===== src/rtl/hdfs_pkg.sv =====
`timescale 1ns / 1ps
// ---------------------------------------------------------------------------
// hdfs_pkg
// Shared types and constants of the 1D explicit heat step block.
// ---------------------------------------------------------------------------
package hdfs_pkg;

	localparam int ROW_DEPTH  = 64;
	localparam int NODE_W     = 6;
	localparam int TEMP_W     = 32;
	localparam int COEF_W     = 16;
	localparam int CFG_IDX_W  = 2;
	localparam int CNT_W      = 7;
	localparam int PIPE_DEPTH = 3;

	localparam logic [NODE_W-1:0] MAX_NODES = 6'd63;
	localparam logic [NODE_W-1:0] MIN_NODES = 6'd2;

	localparam logic [COEF_W-1:0] COEF_RESET  = 16'd16384;
	localparam logic [NODE_W-1:0] NODES_RESET = 6'd32;

	localparam logic MODE_STEP = 1'b1;

	typedef logic signed [TEMP_W-1:0] hdfs_temp_t;

	typedef enum logic [CFG_IDX_W-1:0] {
		CFG_DIFFUSION = 2'd0,
		CFG_NODES     = 2'd1,
		CFG_INIT_TEMP = 2'd2
	} hdfs_cfg_idx_t;

	// where the new node value comes from
	typedef enum logic [1:0] {
		SRC_LEFT,
		SRC_RIGHT,
		SRC_INIT,
		SRC_STEP
	} hdfs_src_t;

	typedef struct packed {
		logic              valid;
		logic [NODE_W-1:0] node;
		logic              last;
		hdfs_src_t         src;
	} hdfs_tag_t;

	typedef enum logic {
		ST_IDLE,
		ST_RUN
	} hdfs_state_t;

endpackage


===== src/rtl/hdfs_pe.sv =====
`timescale 1ns / 1ps
// ---------------------------------------------------------------------------
// hdfs_pe
// Stencil pipeline: neighbor sum, two products, round/saturate into the
// output register. Sits in the ring between node 0 and the tail node.
// ---------------------------------------------------------------------------
module hdfs_pe (
	input  logic                              clk,
	input  logic                              arst_n,
	input  logic                              adv,
	input  hdfs_pkg::hdfs_tag_t               tag_in,
	input  hdfs_pkg::hdfs_temp_t              centre,
	input  hdfs_pkg::hdfs_temp_t              right_nbr,
	input  logic [hdfs_pkg::COEF_W-1:0]       coef,
	input  hdfs_pkg::hdfs_temp_t              left_val,
	input  hdfs_pkg::hdfs_temp_t              right_val,
	input  hdfs_pkg::hdfs_temp_t              init_val,
	output hdfs_pkg::hdfs_tag_t               tag_out,
	output hdfs_pkg::hdfs_temp_t              temp_out
);

	localparam int SUM_W  = hdfs_pkg::TEMP_W + 1;
	localparam int PROD_W = 50;
	localparam int ACC_W  = PROD_W + 1;
	localparam int FRAC_W = 16;
	localparam int RND_W  = ACC_W - FRAC_W;

	hdfs_pkg::hdfs_tag_t  tag_s1, tag_s2, tag_q;
	hdfs_pkg::hdfs_temp_t centre_s1;
	logic signed [SUM_W-1:0]  side_s1;
	logic signed [PROD_W-1:0] p_side_s2, p_mid_s2;
	hdfs_pkg::hdfs_temp_t temp_q;

	logic signed [hdfs_pkg::COEF_W:0]   coef_s;
	logic signed [hdfs_pkg::COEF_W+1:0] centre_w;
	logic signed [ACC_W-1:0]            acc;
	logic signed [RND_W-1:0]            rnd;
	hdfs_pkg::hdfs_temp_t               step_val;
	hdfs_pkg::hdfs_temp_t               new_val;

	// centre weight 1-2c as signed Q1.16
	assign coef_s   = $signed({1'b0, coef});
	assign centre_w = 18'sd65536 - $signed({1'b0, coef, 1'b0});

	always_ff @(posedge clk or negedge arst_n) begin
		if (!arst_n) begin
			tag_s1 <= '0;
			tag_s2 <= '0;
			tag_q  <= '0;
			temp_q <= '0;
		end else if (adv) begin
			tag_s1 <= tag_in;
			tag_s2 <= tag_s1;
			tag_q  <= tag_s2;
			temp_q <= new_val;
		end
	end

	// centre_s1 still holds the node to the left when the next node arrives
	always_ff @(posedge clk) begin
		if (adv) begin
			centre_s1 <= centre;
			side_s1   <= SUM_W'(centre_s1) + SUM_W'(right_nbr);
			p_side_s2 <= PROD_W'(coef_s) * PROD_W'(side_s1);
			p_mid_s2  <= PROD_W'(centre_w) * PROD_W'(centre_s1);
		end
	end

	// round half up, floor by arithmetic shift, then clip to Q15.16
	always_comb begin
		acc = ACC_W'(p_side_s2) + ACC_W'(p_mid_s2) + ACC_W'(32768);
		rnd = acc[ACC_W-1:FRAC_W];
		if (rnd > RND_W'(64'sh7FFF_FFFF)) begin
			step_val = 32'sh7FFF_FFFF;
		end else if (rnd < -RND_W'(64'sh8000_0000)) begin
			step_val = 32'sh8000_0000;
		end else begin
			step_val = rnd[hdfs_pkg::TEMP_W-1:0];
		end
	end

	always_comb begin
		case (tag_s2.src)
			hdfs_pkg::SRC_LEFT:  new_val = left_val;
			hdfs_pkg::SRC_RIGHT: new_val = right_val;
			hdfs_pkg::SRC_INIT:  new_val = init_val;
			hdfs_pkg::SRC_STEP:  new_val = step_val;
			default:             new_val = step_val;
		endcase
	end

	assign tag_out  = tag_q;
	assign temp_out = temp_q;

	ap_last_is_valid: assert property (@(posedge clk) disable iff (!arst_n)
		tag_q.last |-> tag_q.valid)
		else $error("last flag on an empty output stage");

	ap_edge_src: assert property (@(posedge clk) disable iff (!arst_n)
		tag_q.valid && tag_q.node == '0 |-> tag_q.src == hdfs_pkg::SRC_LEFT)
		else $error("node 0 not taken from the left boundary");

	ap_hold: assert property (@(posedge clk) disable iff (!arst_n)
		!adv |=> $stable(tag_q) && $stable(temp_q))
		else $error("output stage moved without advance");

endmodule


===== config.mk =====
export PLATFORM = sky130hd
export DESIGN_NAME = hdfs_pe
export DESIGN_NICKNAME = d
export VERILOG_FILES = /design/src/rtl/hdfs_pkg.sv /design/src/rtl/hdfs_pe.sv
export SDC_FILE = /design/constraint.sdc
export NUM_CORES = 2
export LEC_CHECK = 0
export BUFFER_PORTS_ARGS = -buffer_cell sky130_fd_sc_hd__buf_2
export CAP_MARGIN = 20
export CORE_AREA = 2 2 295 297
export DETAILED_ROUTE_END_ITERATION = 10
export DIE_AREA = 0 0 297 299
export PLACE_DENSITY = 0.77
export RECOVER_POWER = 100
export SLEW_MARGIN = 20
export SYNTH_ARGS = -nofsm -noshare
export SYNTH_HDL_FRONTEND = slang
export SYNTH_SLANG_ARGS = --single-unit

===== constraint.sdc =====
create_clock -name clk -period 7 [get_ports clk]
set_clock_uncertainty 0.1 [all_clocks]
set_input_delay 1.4 -clock clk [delete_from_list [all_inputs] [get_ports clk]]
set_output_delay 1.4 -clock clk [all_outputs]
set_load 0.005 [all_outputs]

==> results.tsv <==
metric	value	unit
status	finished with violations	
failing checks	max-capacitance violations, max-slew violations, negative setup slack	
# nets final	7557	
tightest hold margin	0.3977	ns
max incr delay on CP	0.52	ns
FMAX	123.2	MHz
Slew @ Worst Pin	5.226	ns
fin crit share	116.0	%
GPL Wtd Cong	0.9354	
WL final	143800	um
Worst Hold Depth	2	
Worst setup SP type	input pin	
CP max FO	12	
Max-cap violations	2	
DR pass1 iterations	6	
I/O pin cnt	231	
initial antenna violation count	1	
first-pass GRT wire length	227800	um
Routed WL per cell	20.19	um
Synth Instances	5301	
WP data required	7.25	ns
largest net degree at the start of global routing	91	
Clock Tree Buf Depth	3	
drt first-iter violations	3181	
most used flip-flop cell after synthesis	edfxtp_1	
max-slew violation count	154	
vias in the first global route	43520	
reg-to-reg endpoint	p_side_s2[49]$_DFFE_PP_	
Buffers on Ports	230	
critical path class	input pin to flop	
CTS tree	built	
post-synthesis sequential area ratio	12.89	%
syn nets	6910	
final worst path period need	8.117	ns
RSZ-0062 raised after global routing	yes	
DP HPWL	115200	um
Cell Rows	108	
Synth cell types	72	
Netlist Area Pre-Place	50000	um^2
share of layout cells above drive strength 1	20.98	%
core area	85940	um^2
hold buffer count at cts	0	
data arrival time of the critical path	8.37	ns
Starting Density	58.18	%
CTS sink count	225	
GRT Total Usage	32.46	%
Crit path buffers/inverters	7	
number of vias per cell	5.553	
Die X	297	um
Final Hold Fails	0	
async set or reset register ratio after synthesis	27.56	%
DIE AREA	88800	um^2
Setup WS post-layout	-1.117	ns
clock slew at the register clock pins of the worst setup and hold paths	0.06	ns
final setup vio count	62	
antenna-violating nets left	0	
final cell count without fillers	7124	
Worst-Skew Late Latency	0.61	ns
hold path endpoint	temp_out[31]$_DFFE_PN0P_	
Avg Cell Area, Syn	9.432	um^2
Post-synth EDFFs	163	
fin util	70.06	%
FF-to-FF path depth	24	
Top delay family on crit path	adder cells	
Die Height	299	um
Root Buffer	clkbuf_16	
gr ovfl total	0	
flop-to-flop setup slack	0.04	ns
vias	39560	
TritonCTS buffer count	27	
crit-path most repeated cell	fa_1	
# diodes	0	
H-tree levels	1	
DR DRC count	0	
CP endpoint kind	flop	
HP Start	temp_out[31]$_DFFE_PN0P_	
worst r2r src	side_s1[13]$_DFFE_PP_	
Cells after DPL	7010	
Critical Path Slowest Stage Cell	fa_1	
worst setup path start	coef[2]	
Synthesis Warnings	0	
Hold Crit Class	flop to flop	
synthesized flop and latch total	225	
Area Overhead vs Synth	20.43	%
Slew headroom	-248.4	%
timing repair:
item                                    CTS  global route
pin swaps                                65           171
setup buffers                            65            46
cloned                                    4             2
resized for setup                       176           274
endpoints found under the setup margin   62            68
stage by stage:
step                setup TNS, ns  area, um^2  setup slack, ns
detailed placement         -83.29       56740           -1.795
floorplan                  -25.72       50530           -1.143
global route               -55.54       60210           -1.431
CTS                        -28.45       58990          -0.8881
finish                     -38.58       60210           -1.117
global placement           -74.42       56740           -1.608
worst max-delay path by stage:
stage | depth (start not counted) | slack [ns] | endpoint
floorplan | 30 | -1.14 | p_mid_s2[47]$_DFFE_PP_
global placement | 33 | -1.61 | p_mid_s2[48]$_DFFE_PP_
detailed placement | 32 | -1.79 | p_mid_s2[49]$_DFFE_PP_
CTS | 32 | -0.89 | p_mid_s2[48]$_DFFE_PP_
global route | 33 | -1.43 | p_mid_s2[46]$_DFFE_PP_
finish | 33 | -1.12 | p_mid_s2[47]$_DFFE_PP_
logic make-up after synthesis:
| group | Yosys count | share of synthesized area, % |
|---|---|---|
| AOI/OAI and AO/OA | 555 | 7.412 |
| xor gates and xnor gates | 177 | 3.101 |
| adders and majority gates | 1420 | 50.91 |
| buffers and inverters | 1416 | 10.72 |
| DFF | 225 | 12.89 |
| muxes | 62 | 1.321 |
| and+or+nand+nor | 1446 | 13.64 |
cell type report:
cell class / instances / area, um^2
fillers: 6080 / 25730
flip-flops and latches: 225 / 6447
repair buffers: 848 / 6653
clock buffers: 36 / 719.4
well taps: 1155 / 1445
clock inverters: 14 / 133.9
inverters: 1186 / 4452
multi-input cells: 3660 / 40360
layer usage:
metal  up-vias  wire, um  share of wire, %  global-route usage [%]
met5         -        13            0.0090                       0
li1      17390         -                 -                       -
met4         2      9563               6.6                   16.92
met3       487     11630               8.1                   5.663
met2      1774     68430                48                   53.88
met1     19910     54170                38                   41.07
Yosys cell counts (7+ instances only):
| library cell | count | share of area, % |
|---|---|---|
| buf_1 | 9 | 0.068 |
| fa_1 | 1024 | 41 |
| a31oi_1 | 13 | 0.16 |
| mux2i_1 | 30 | 0.60 |
| o21a_1 | 26 | 0.39 |
| nand3_1 | 34 | 0.34 |
| o211ai_2 | 21 | 0.53 |
| o211ai_1 | 41 | 0.62 |
| nor3_1 | 27 | 0.27 |
| nor2b_1 | 23 | 0.29 |
| mux2_2 | 32 | 0.72 |
| nand2_1 | 763 | 5.7 |
| edfxtp_1 | 163 | 9.8 |
| o21bai_1 | 20 | 0.30 |
| or2_2 | 9 | 0.11 |
| a21o_1 | 93 | 1.4 |
| inv_1 | 1186 | 8.9 |
| a21boi_0 | 8 | 0.12 |
| nand4_1 | 15 | 0.19 |
| nor2_1 | 112 | 0.84 |
| o21ai_0 | 112 | 1.1 |
| and3_1 | 14 | 0.18 |
| dfrtp_1 | 62 | 3.1 |
| clkbuf_1 | 215 | 1.6 |
| a21oi_1 | 146 | 1.5 |
| xnor2_1 | 116 | 2.0 |
| a221o_1 | 7 | 0.14 |
| ha_1 | 396 | 9.9 |
| and2_1 | 399 | 5.0 |
| nand2b_1 | 20 | 0.25 |
| nor4_1 | 9 | 0.11 |
| a211oi_1 | 10 | 0.15 |
| xor2_1 | 61 | 1.1 |
state kept, by name, indices dropped and copies added (netlist names):
signal and count:
centre_s1 32, tag_s1 10, p_mid_s2 49, p_side_s2 49
temp_out 32, side_s1 33, tag_s2 10, tag_out 10
tightest hold or removal path: cells and delay by family (launching register included):
kind,cells,cell delay [ns]
DFF,1,0.35
AOI/OAI and AO/OA,1,0.06
and+or+nand+nor,1,0.05
cell usage in the layout, fill, tap and decap left out, drive strengths merged, types with 13 or more instances in the layout:
cell type,instances
o211ai,62
nor2,112
and2,399
dfrtp,62
fa,1024
xnor2,116
o21bai,20
mux2i,30
nand2,763
nand2b,20
o21a,26
and3,14
ha,396
nand4,16
clkbuf,90
inv,1191
nor2b,23
o21ai,117
nand3,35
buf,791
xor2,61
a21o,93
nor3,27
a21oi,148
a31oi,13
mux2,32
edfxtp,163
Power is not shown: default switching activity piles up to over one toggle a cycle in this logic, so the estimate is an artifact.
