File: src/rtl/hdfs_pkg.sv
`timescale 1ns / 1ps
// ---------------------------------------------------------------------------
// hdfs_pkg
// Shared types and constants of the 1D explicit heat step block.
// ---------------------------------------------------------------------------
package hdfs_pkg;

	localparam int ROW_DEPTH  = 64;
	localparam int NODE_W     = 6;
	localparam int TEMP_W     = 32;
	localparam int COEF_W     = 16;
	localparam int CFG_IDX_W  = 2;
	localparam int CNT_W      = 7;
	localparam int PIPE_DEPTH = 3;

	localparam logic [NODE_W-1:0] MAX_NODES = 6'd63;
	localparam logic [NODE_W-1:0] MIN_NODES = 6'd2;

	localparam logic [COEF_W-1:0] COEF_RESET  = 16'd16384;
	localparam logic [NODE_W-1:0] NODES_RESET = 6'd32;

	localparam logic MODE_STEP = 1'b1;

	typedef logic signed [TEMP_W-1:0] hdfs_temp_t;

	typedef enum logic [CFG_IDX_W-1:0] {
		CFG_DIFFUSION = 2'd0,
		CFG_NODES     = 2'd1,
		CFG_INIT_TEMP = 2'd2
	} hdfs_cfg_idx_t;

	// where the new node value comes from
	typedef enum logic [1:0] {
		SRC_LEFT,
		SRC_RIGHT,
		SRC_INIT,
		SRC_STEP
	} hdfs_src_t;

	typedef struct packed {
		logic              valid;
		logic [NODE_W-1:0] node;
		logic              last;
		hdfs_src_t         src;
	} hdfs_tag_t;

	typedef enum logic {
		ST_IDLE,
		ST_RUN
	} hdfs_state_t;

endpackage

File: src/rtl/hdfs_cell.sv
`timescale 1ns / 1ps
// ---------------------------------------------------------------------------
// hdfs_cell
// One node of the temperature row; shifts toward node 0 or takes the tail.
// ---------------------------------------------------------------------------
module hdfs_cell (
	input  logic                clk,
	input  logic                arst_n,
	input  logic                shift_en,
	input  logic                sel_tail,
	input  hdfs_pkg::hdfs_temp_t nbr,
	input  hdfs_pkg::hdfs_temp_t tail,
	output hdfs_pkg::hdfs_temp_t q
);

	hdfs_pkg::hdfs_temp_t temp_q;

	always_ff @(posedge clk or negedge arst_n) begin
		if (!arst_n) begin
			temp_q <= '0;
		end else if (shift_en) begin
			temp_q <= sel_tail ? tail : nbr;
		end
	end

	assign q = temp_q;

endmodule

File: config.mk
export PLATFORM = sky130hd
export DESIGN_NAME = hdfs_cell
export DESIGN_NICKNAME = d
export VERILOG_FILES = /design/src/rtl/hdfs_pkg.sv /design/src/rtl/hdfs_cell.sv
export SDC_FILE = /design/constraint.sdc
export NUM_CORES = 1
export LEC_CHECK = 0
export BUFFER_PORTS_ARGS = -buffer_cell sky130_fd_sc_hd__buf_4
export CORE_UTILIZATION = 45
export CTS_CLUSTER_SIZE = 16
export DETAILED_ROUTE_END_ITERATION = 6
export PLACE_DENSITY = 0.92
export SYNTH_ARGS = -nofsm -noshare
export SYNTH_HDL_FRONTEND = slang
export SYNTH_SLANG_ARGS = --single-unit
export TNS_END_PERCENT = 5
File: constraint.sdc
create_clock -name clk -period 1.05 [get_ports clk]
set_input_delay 0.1575 -clock clk [delete_from_list [all_inputs] [get_ports clk]]
set_output_delay 0.1575 -clock clk [all_outputs]
set_load 0.02 [all_outputs]
==> results of run 1 <==
## stage by stage
stage / util [%] / cell area [sq um]
final: 80.8 / 2510
after global routing: 80.8 / 2510
after CTS: 78.8 / 2440
after detailed placement: 73.3 / 2270
after global placement: 73.3 / 2270
after floorplan: - / 1510
## cell families (layout without fill, tap and decap cells)
group	after synthesis	after routing	share of synthesized area, %
buf+inv	11	114	6.98
flops	32	32	53.2
compound gates	32	32	10.6
mux	32	32	21.3
simple gates	32	32	7.97
## report_power, final
part	internal (W)	leakage, nW	total [W]	switching (W)
registers	0.00136	0.357	0.00146	0.0000991
logic	0.000541	0.857	0.000969	0.000427
clock network	0.000632	0.0515	0.00102	0.000392
## final cells by class
cell class,instances,share of cell area [%]
clock buffers,7,2.59
well taps,44,2.20
clock inverters,1,1.20
multi-input cells,96,24.0
flip-flops and latches,32,31.9
repair buffers,106,38.1
## worst paths after layout
path	slack, ns	start	endpoint
setup / recovery	0.02	q[30]	q[30]
hold / removal	0.13	nbr[23]	q[23]
setup reg to reg	0.28	q[9]	q[9]
hold reg to reg	0.55	q[17]	q[17]
max in group asynchronous	0.48	arst_n	q[4]
min in group asynchronous	0.28	arst_n	q[8]
## per-layer routing
metal	share of wire [%]	global-route usage, %	vias to the layer above
met5	0	0	-
met2	50	36.5	72
met4	1.4	8.97	0
met1	39	22.7	619
li1	-	-	685
met3	9.6	6.71	7
## synth_stat cells
library cell and number:
a21oi_1 32, clkbuf_1 3, dfrtp_1 32, nor2_1 32
buf_12 3, buf_4 1, buf_6 1, buf_2 3
mux2i_1 32
## what timing repair did
item / 4_1_cts / 5_1_grt
resized for setup: 17 / 15
setup endpoints to repair: 17 / 32
setup buffers: 0 / 1
gates cloned: 0 / 0
pin swaps: 0 / 0
hold buffers: 1 / 0
hold endpoints to repair: 32 / 0
==> flow_summary_export.csv, run 1 <==
group,metric,value,unit
die,rows,20,
cts,clk_path_buf_depth,2,
power,power.density,1380,nW/um^2
drt,routedWlPerCell,12.9,microns
timing,setup_viol,0,
logic_synthesis,synth-seq-area-share,53.2,%
drt,drt-total-wl,3680,microns
setup_path,path_cells,"buf_6",
finish,fill_cells,219,
grt,grt_pass1_wl,5380,microns
die,die_h,59.9,microns
logic_synthesis,netlist_area,1510,sq um
setup_path,cp_max_fo,2,
finish,fin_cells,286,
setup_path,cp_top_family,"flip-flops",
setup_path,crit_required,0.89,ns
timing,hold_violations,0,
logic_synthesis,avgSynthCellArea,10.8,sq um
timing,setup_ws,0.0191,ns
drt,drtAntennaViolNets,0,
status,outcome,"completed",
hold_path,min_delay_path_depth,3,
place,io_buffers,99,
place,gp_congestion,0.719,
grt,grt_pass1_vias,1330,
power,power.total,0.00345,W
finish,seq_area,801,sq um
timing,skew,0,ns
finish,largest_register_ff_count,32,
logic_synthesis,syn_inst,139,
die,design.core.area,3100,sq um
timing,finalMaxSlewViolations,0,
grt,grt_overflow,0,
setup_path,startpoint_type,"register",
place,detailedPlace.worstSlack,0.132,ns
cts,cts.sinks,32,
die,dieArea,3580,sq um
logic_synthesis,yosys-top-cells-area,"dfrtp_1, mux2i_1, a21oi_1, nor2_1, buf_12",
logic_synthesis,synth_top_area_share,53.2,%
place,place_inst,276,
finish,synthToLayoutAreaGrowth,66.4,%
cts,cts-root-buf,"clkbuf_4",
cts,clock_latency,0.32,ns
power,p_leak,1.26,nW
logic_synthesis,netlist-cell-type-count,9,
cts,cts_made_buffers,5,
hold_path,hold_path_class,"primary input to register",
flow_run,max-cap-violations,0,
drt,drtIter0Drc,68,
grt,grt_antenna_before_repair,0,
timing,period_share,98.2,%
timing,slew_headroom,74.6,%
finish,nNetsFinal,309,
timing,min_period,1.03,ns
setup_path,cp_num_buf_inv,1,
die,initial_utilization,48.5,%
setup_path,critPathKind,"register to output port",
drt,viasPerCell,4.84,
finish,antennaDiodeCount,0,
setup_path,max_stage_delay,0.41,ns
drt,vias,1383,
drt,drc_errors,0,
finish,final_common_cell,"buf_4",
timing,fin_hold_ws,0.127,ns
grt,grt_usage,20.7,%
timing,rsz0062_at_grt,"yes",
setup_path,r2r_cells,3,
cts,htreeDepth,2,
finish,drive_gt1_share,46.7,%
logic_synthesis,ys_warn_count,0,
setup_path,crit_arrival,0.87,ns
place,dp_hpwl,2760,microns
drt,dr.pass1.iters,4,
setup_path,crit_slowest_cell,"dfrtp_1",
die,ioPinCount,100,
timing,finalSetupTns,0,ns
cts,cts_tree,"built",
setup_path,worstSetupEndpointType,"output port",
setup_path,cp.depth,1,
logic_synthesis,synth_nets,207,
cts,clk_pin_slew,0.09,ns
die,die_w,59.9,microns
finish,multi_input_area,601,sq um
timing,worst_slew_pin_slew,0.381,ns
timing,clock.fmax,0.970,GHz
power,ir_drop,0.00102,V
grt,grt_max_degree,37,
logic_synthesis,yosys.area.top_type,"dfrtp_1",
logic_synthesis,ys_seq_elements,32,
(Power assumes the default switching activity.)
==> run 2, diff against run 1 <==
--- a/config.mk
+++ b/config.mk
@@ -5,11 +5,12 @@
 export SDC_FILE = /design/constraint.sdc
 export NUM_CORES = 1
 export LEC_CHECK = 0
+export ABC_AREA = 1
 export BUFFER_PORTS_ARGS = -buffer_cell sky130_fd_sc_hd__buf_4
-export CORE_UTILIZATION = 45
+export CORE_UTILIZATION = 48
 export CTS_CLUSTER_SIZE = 16
 export DETAILED_ROUTE_END_ITERATION = 6
-export PLACE_DENSITY = 0.92
+export PLACE_DENSITY = 0.93
 export SYNTH_ARGS = -nofsm -noshare
 export SYNTH_HDL_FRONTEND = slang
 export SYNTH_SLANG_ARGS = --single-unit
==> run 2 against run 1 <==
Net effect:
- clock power down 8%
- fmax up 2.9%
- hold slack better by 0.046 ns
- via count up 39%
- global-route usage up 4.2 points
- clock skew unchanged
- synthesized cell count up 96%
- critical path depth unchanged
- die area up 12%
- critical endpoint is now q[15]
- largest power group unchanged
==> flow_summary_export.csv, run 2 <==
group,metric,value,unit
cts,cts-root-buf,"clkbuf_8",
power,power.total,0.00332,W
timing,skew,0,ns
finish,multi_input_area,641,sq um
cts,cts.sinks,32,
hold_path,hold_start,"nbr[30]",
timing,setup_viol,0,
timing,hold_violations,0,
timing,clock.fmax,0.998,GHz
die,dieArea,4020,sq um
setup_path,rr_startpoint,"q[17]",
grt,grt_pass1_vias,1867,
finish,fin_cells,416,
die,rows,21,
die,initial_utilization,52.1,%
grt,grt_overflow,0,
timing,rsz0062_at_grt,"no",
finish,mostFrequentLayoutCells,"nand2_1, buf_4, inv_1",
timing,min_period,1.00,ns
drt,drtAntennaViolNets,0,
drt,drc_errors,0,
timing,slew_headroom,73.3,%
logic_synthesis,synth_common_cells,"nand2_1, inv_1, dfrtp_1, nand3_1",
finish,synthToLayoutAreaGrowth,45.2,%
die,die_w,63.4,microns
place,gp_congestion,0.804,
place,io_buffers,99,
hold_path,min_delay_path_depth,5,
setup_path,critPathKind,"register to output port",
logic_synthesis,netlist-cell-type-count,10,
timing,finalSetupTns,0,ns
grt,grt_max_degree,33,
drt,drtIter0Drc,154,
setup_path,startpoint_type,"register",
drt,vias,1921,
setup_path,crit_slowest_cell,"dfrtp_1",
finish,seq_area,801,sq um
drt,routedWlPerCell,11.6,microns
finish,largest_register_ff_count,32,
cts,cts_made_buffers,5,
power,ir_drop,0.000949,V
logic_synthesis,yosysMostFrequentCell,"nand2_1",
logic_synthesis,synth-seq-area-share,44.3,%
setup_path,crit_arrival,0.84,ns
place,place_inst,407,
logic_synthesis,synth_top_area_share,44.3,%
power,p_leak,1.70,nW
logic_synthesis,ys.flop_type,"dfrtp_1",
die,ioPinCount,100,
setup_path,ff2ff_setup_slack,0.40,ns
cts,cts_tree,"built",
drt,drt-total-wl,4830,microns
hold_path,whs_endpoint,"q[30]",
logic_synthesis,ys_warn_count,0,
setup_path,worstSetupEndpointType,"output port",
timing,period_share,95.4,%
cts,clk_path_buf_depth,2,
logic_synthesis,yosys.area.top_type,"dfrtp_1",
drt,viasPerCell,4.62,
setup_path,r2r_cells,2,
setup_path,crit_required,0.89,ns
grt,grt_antenna_before_repair,0,
setup_path,max_stage_delay,0.40,ns
setup_path,cp_num_buf_inv,1,
grt,grt_pass1_wl,7870,microns
finish,antennaDiodeCount,0,
grt,grt_usage,24.9,%
finish,fill_cells,302,
logic_synthesis,yosys-top-cells-area,"dfrtp_1, nand2_1, inv_1, nand3_1, buf_6",
cts,htreeDepth,2,
status,outcome,"completed",
setup_path,cp_max_fo,2,
die,design.core.area,3470,sq um
die,die_h,63.4,microns
power,power.density,1270,nW/um^2
logic_synthesis,netlist_area,1810,sq um
setup_path,regToRegEndpoint,"q[17]",
flow_run,max-cap-violations,0,
timing,worst_slew_pin_slew,0.400,ns
place,dp_hpwl,3620,microns
logic_synthesis,ys_seq_elements,32,
cts,clock_latency,0.27,ns
logic_synthesis,synth_edf_count,0,
finish,nNetsFinal,437,
drt,dr.pass1.iters,4,
logic_synthesis,syn_inst,272,
timing,finalMaxSlewViolations,0,
cts,clk_pin_slew,0.07,ns
finish,final_common_cell,"nand2_1",
logic_synthesis,avgSynthCellArea,6.65,sq um
logic_synthesis,async_flop_share,100,%
logic_synthesis,synth_nets,340,
finish,fin_util,75.7,%
setup_path,cp_top_family,"flip-flops",
finish,drive_gt1_share,30.5,%
setup_path,path_cells,"buf_4",
hold_path,hold_path_class,"primary input to register",
-- run 2: timing repair --
item / in CTS / in global routing
endpoints found under the hold margin: 32 / 0
endpoints found under the setup margin: 0 / 0
gates resized for setup: 0 / 0
buffers inserted: 0 / 0
hold buffers: 1 / 0
-- run 2: worst max path at each step --
stage / to / startpoint / depth (start not counted)
after detailed placement: q[19] / sel_tail / 5
after global placement: q[31] / sel_tail / 5
after CTS: q[15] / q[15] / 1
after global routing: q[15] / q[15] / 1
final: q[15] / q[15] / 1
after floorplan: q[0] / sel_tail / 6
-- run 2: area by class of cell --
cell class,instances,area share (%)
Clock buffer,6,3.15
Timing Repair Buffer,104,29.8
Inverter,66,9.53
Sequential cell,32,30.5
Multi-Input combinational cell,160,24.4
Tap cell,46,2.19
Clock inverter,2,0.381
-- run 2: layer usage --
layer | part of all wire (%) | GRT usage, % | vias up
met4 | 2.7 | 11.4 | 0
met1 | 40 | 28.4 | 871
met5 | 0 | 0 | -
met2 | 53 | 45.7 | 69
met3 | 4.2 | 3.08 | 12
li1 | - | - | 969
-- run 2: where the power goes --
group,internal (W),switching [W]
combinational,0.000441,0.000497
sequential,0.00136,0.0000794
clock,0.000522,0.000418
-- run 2: through the flow --
stage	setup WS (ns)	hold slack (ns)	instance area, sq um
after global placement	0.107	0.115	2520
after floorplan	0.344	-0.138	1810
after detailed placement	0.0629	0.116	2520
final	0.0479	0.173	2630
after CTS	0.0489	0.171	2630
after global routing	0.0265	0.193	2630
-- run 2: cell families (layout without fill, tap and decap cells) --
| family | Yosys count | in the layout | share of synthesized area, % |
|---|---|---|---|
| buffers and inverters | 80 | 178 | 20.3 |
| DFF | 32 | 32 | 44.3 |
| and+or+nand+nor | 160 | 160 | 35.4 |
==> run 3, diff against run 2 <==
--- a/config.mk
+++ b/config.mk
@@ -11,6 +11,7 @@
 export CTS_CLUSTER_SIZE = 16
 export DETAILED_ROUTE_END_ITERATION = 6
 export PLACE_DENSITY = 0.93
+export RECOVER_POWER = 50
 export SYNTH_ARGS = -nofsm -noshare
 export SYNTH_HDL_FRONTEND = slang
 export SYNTH_SLANG_ARGS = --single-unit
==> run 3 against run 2 <==
Net effect:
- register-to-register slack is essentially flat
- flip-flop and latch count unchanged
- wire length is 0.23% higher
- cell area is essentially flat
- fmax is essentially flat
- cell count is the same
- total power about the same
- hold slack hardly changed
- clock-buffer cell count unchanged
- die area unchanged
- first-iteration DRC count is 1.9% higher
- critical path type unchanged
==> flow_summary_export.csv, run 3 (synthesis gave the netlist of run 2 again) <==
group,metric,value,unit
status,outcome,"completed",
finish,drive_gt1_share,30.5,%
die,design.core.area,3470,sq um
timing,skew,0,ns
die,dieArea,4020,sq um
setup_path,startpoint_type,"register",
setup_path,rr_startpoint,"q[17]",
setup_path,max_stage_delay,0.40,ns
place,detailedPlace.worstSlack,0.0629,ns
grt,grt_pass1_vias,1867,
timing,worst_slew_pin_slew,0.517,ns
die,ioPinCount,100,
finish,fin_cells,416,
drt,dr.pass1.iters,5,
finish,nNetsFinal,437,
finish,mostFrequentLayoutCells,"nand2_1, buf_4, inv_1",
setup_path,cp_top_family,"flip-flops",
timing,finalMaxSlewViolations,0,
setup_path,cp_max_fo,2,
die,rows,21,
drt,maxUsedRoutingLayer,"met4",
finish,antennaDiodeCount,0,
grt,grt_overflow,0,
setup_path,cp_num_buf_inv,1,
drt,drc_errors,0,
drt,routedWlPerCell,11.6,microns
cts,cts_hold_buf,1,
power,ir_drop,0.000949,V
drt,viasPerCell,4.63,
hold_path,whs_endpoint,"q[30]",
place,place_inst,407,
drt,drt-total-wl,4840,microns
hold_path,hold_start,"nbr[30]",
cts,clock_latency,0.27,ns
place,io_buffers,99,
setup_path,path_cells,"buf_4",
cts,htreeDepth,2,
drt,wl_met1,1950,microns
timing,setup_ws,0.0480,ns
timing,period_share,95.4,%
finish,largest_register_ff_count,32,
drt,met2WireLength,2570,microns
power,p_leak,1.70,nW
hold_path,min_delay_path_depth,5,
drt,drtAntennaViolNets,0,
timing,setup_viol,0,
finish,fin_util,75.6,%
setup_path,worstSetupEndpointType,"output port",
place,gp_congestion,0.804,
cts,clk_path_buf_depth,2,
power,power.density,1270,nW/um^2
setup_path,regToRegEndpoint,"q[17]",
finish,synthToLayoutAreaGrowth,45.1,%
timing,rsz0062_at_grt,"no",
timing,finalSetupTns,0,ns
grt,grt_pass1_wl,7870,microns
finish,final_common_cell,"nand2_1",
timing,hold_violations,0,
timing,clock.fmax,0.998,GHz
flow_run,max-cap-violations,0,
die,die_h,63.4,microns
setup_path,crit_arrival,0.84,ns
grt,grt_antenna_before_repair,0,
cts,post_cts_buffers,0,
drt,vias,1925,
setup_path,crit_slowest_cell,"dfrtp_1",
die,initial_utilization,52.1,%
cts,cts_made_buffers,5,
setup_path,ff2ff_setup_slack,0.40,ns
cts,cts.sinks,32,
cts,cts-root-buf,"clkbuf_8",
drt,route.met3.wl,196,microns
setup_path,crit_required,0.89,ns
drt,drtIter0Drc,157,
hold_path,hold_path_class,"primary input to register",
setup_path,critPathKind,"register to output port",
timing,min_period,1.00,ns
place,dp_hpwl,3620,microns
cts,cts_tree,"built",
die,die_w,63.4,microns
setup_path,r2r_cells,2,
timing,slew_headroom,65.5,%
cts,postCtsResizedCells,0,
grt,grt_max_degree,33,
cts,clk_pin_slew,0.07,ns
grt,grt_usage,24.9,%
run 3: cell count changes in the layout (fill, tap and decap cells not counted), sizes merged:
cell and change:
clkbuf +1, buf -1
run 3: power breakdown:
part	switching, W	internal (W)	total, W
clock network	0.000419	0.000522	0.000941
logic	0.000496	0.000440	0.000937
registers	0.0000791	0.00136	0.00144
total	0.000995	0.00233	0.00332
run 3: routing by layer:
| metal | vias up | global-route usage, % |
|---|---|---|
| met3 | 12 | 3.08 |
| met5 | - | 0 |
| met4 | 0 | 11.4 |
| li1 | 968 | - |
| met1 | 876 | 28.4 |
| met2 | 69 | 45.7 |
run 3: layout make-up:
cell class                 count  area (sq um)
tap                           46          57.6
multi-input combinational    160           641
sequential                    32           801
timing repair buffer         104           783
inverter                      66           248
clock buffer                   6          82.6
fill                         301           846
clock inverter                 2          10.0
run 3: metrics by stage:
stage / hold slack [ns] / total power (W) / instance area (sq um)
2_1_floorplan: -0.138 / 0.00193 / 1810
3_3_place_gp: 0.115 / 0.00237 / 2520
3_5_place_dp: 0.116 / 0.00240 / 2520
4_1_cts: 0.171 / 0.00335 / 2630
5_1_grt: 0.193 / 0.00351 / 2620
6_report: 0.173 / 0.00332 / 2620
run 3: worst reg2reg max path, cell delays in order (launching register included):
cell and delay (ns):
dfrtp_1 0.40, nand2_1 0.08, nand2_1 0.06
run 3: worst max path at each step:
| stage | startpoint | endpoint | slack, ns | cells past startpoint |
|---|---|---|---|---|
| 2_1_floorplan | sel_tail | q[0] | 0.34 | 6 |
| 3_3_place_gp | sel_tail | q[31] | 0.11 | 5 |
| 3_5_place_dp | sel_tail | q[19] | 0.06 | 5 |
| 4_1_cts | q[15] | q[15] | 0.05 | 1 |
| 5_1_grt | q[15] | q[15] | 0.03 | 1 |
| 6_report | q[15] | q[15] | 0.05 | 1 |
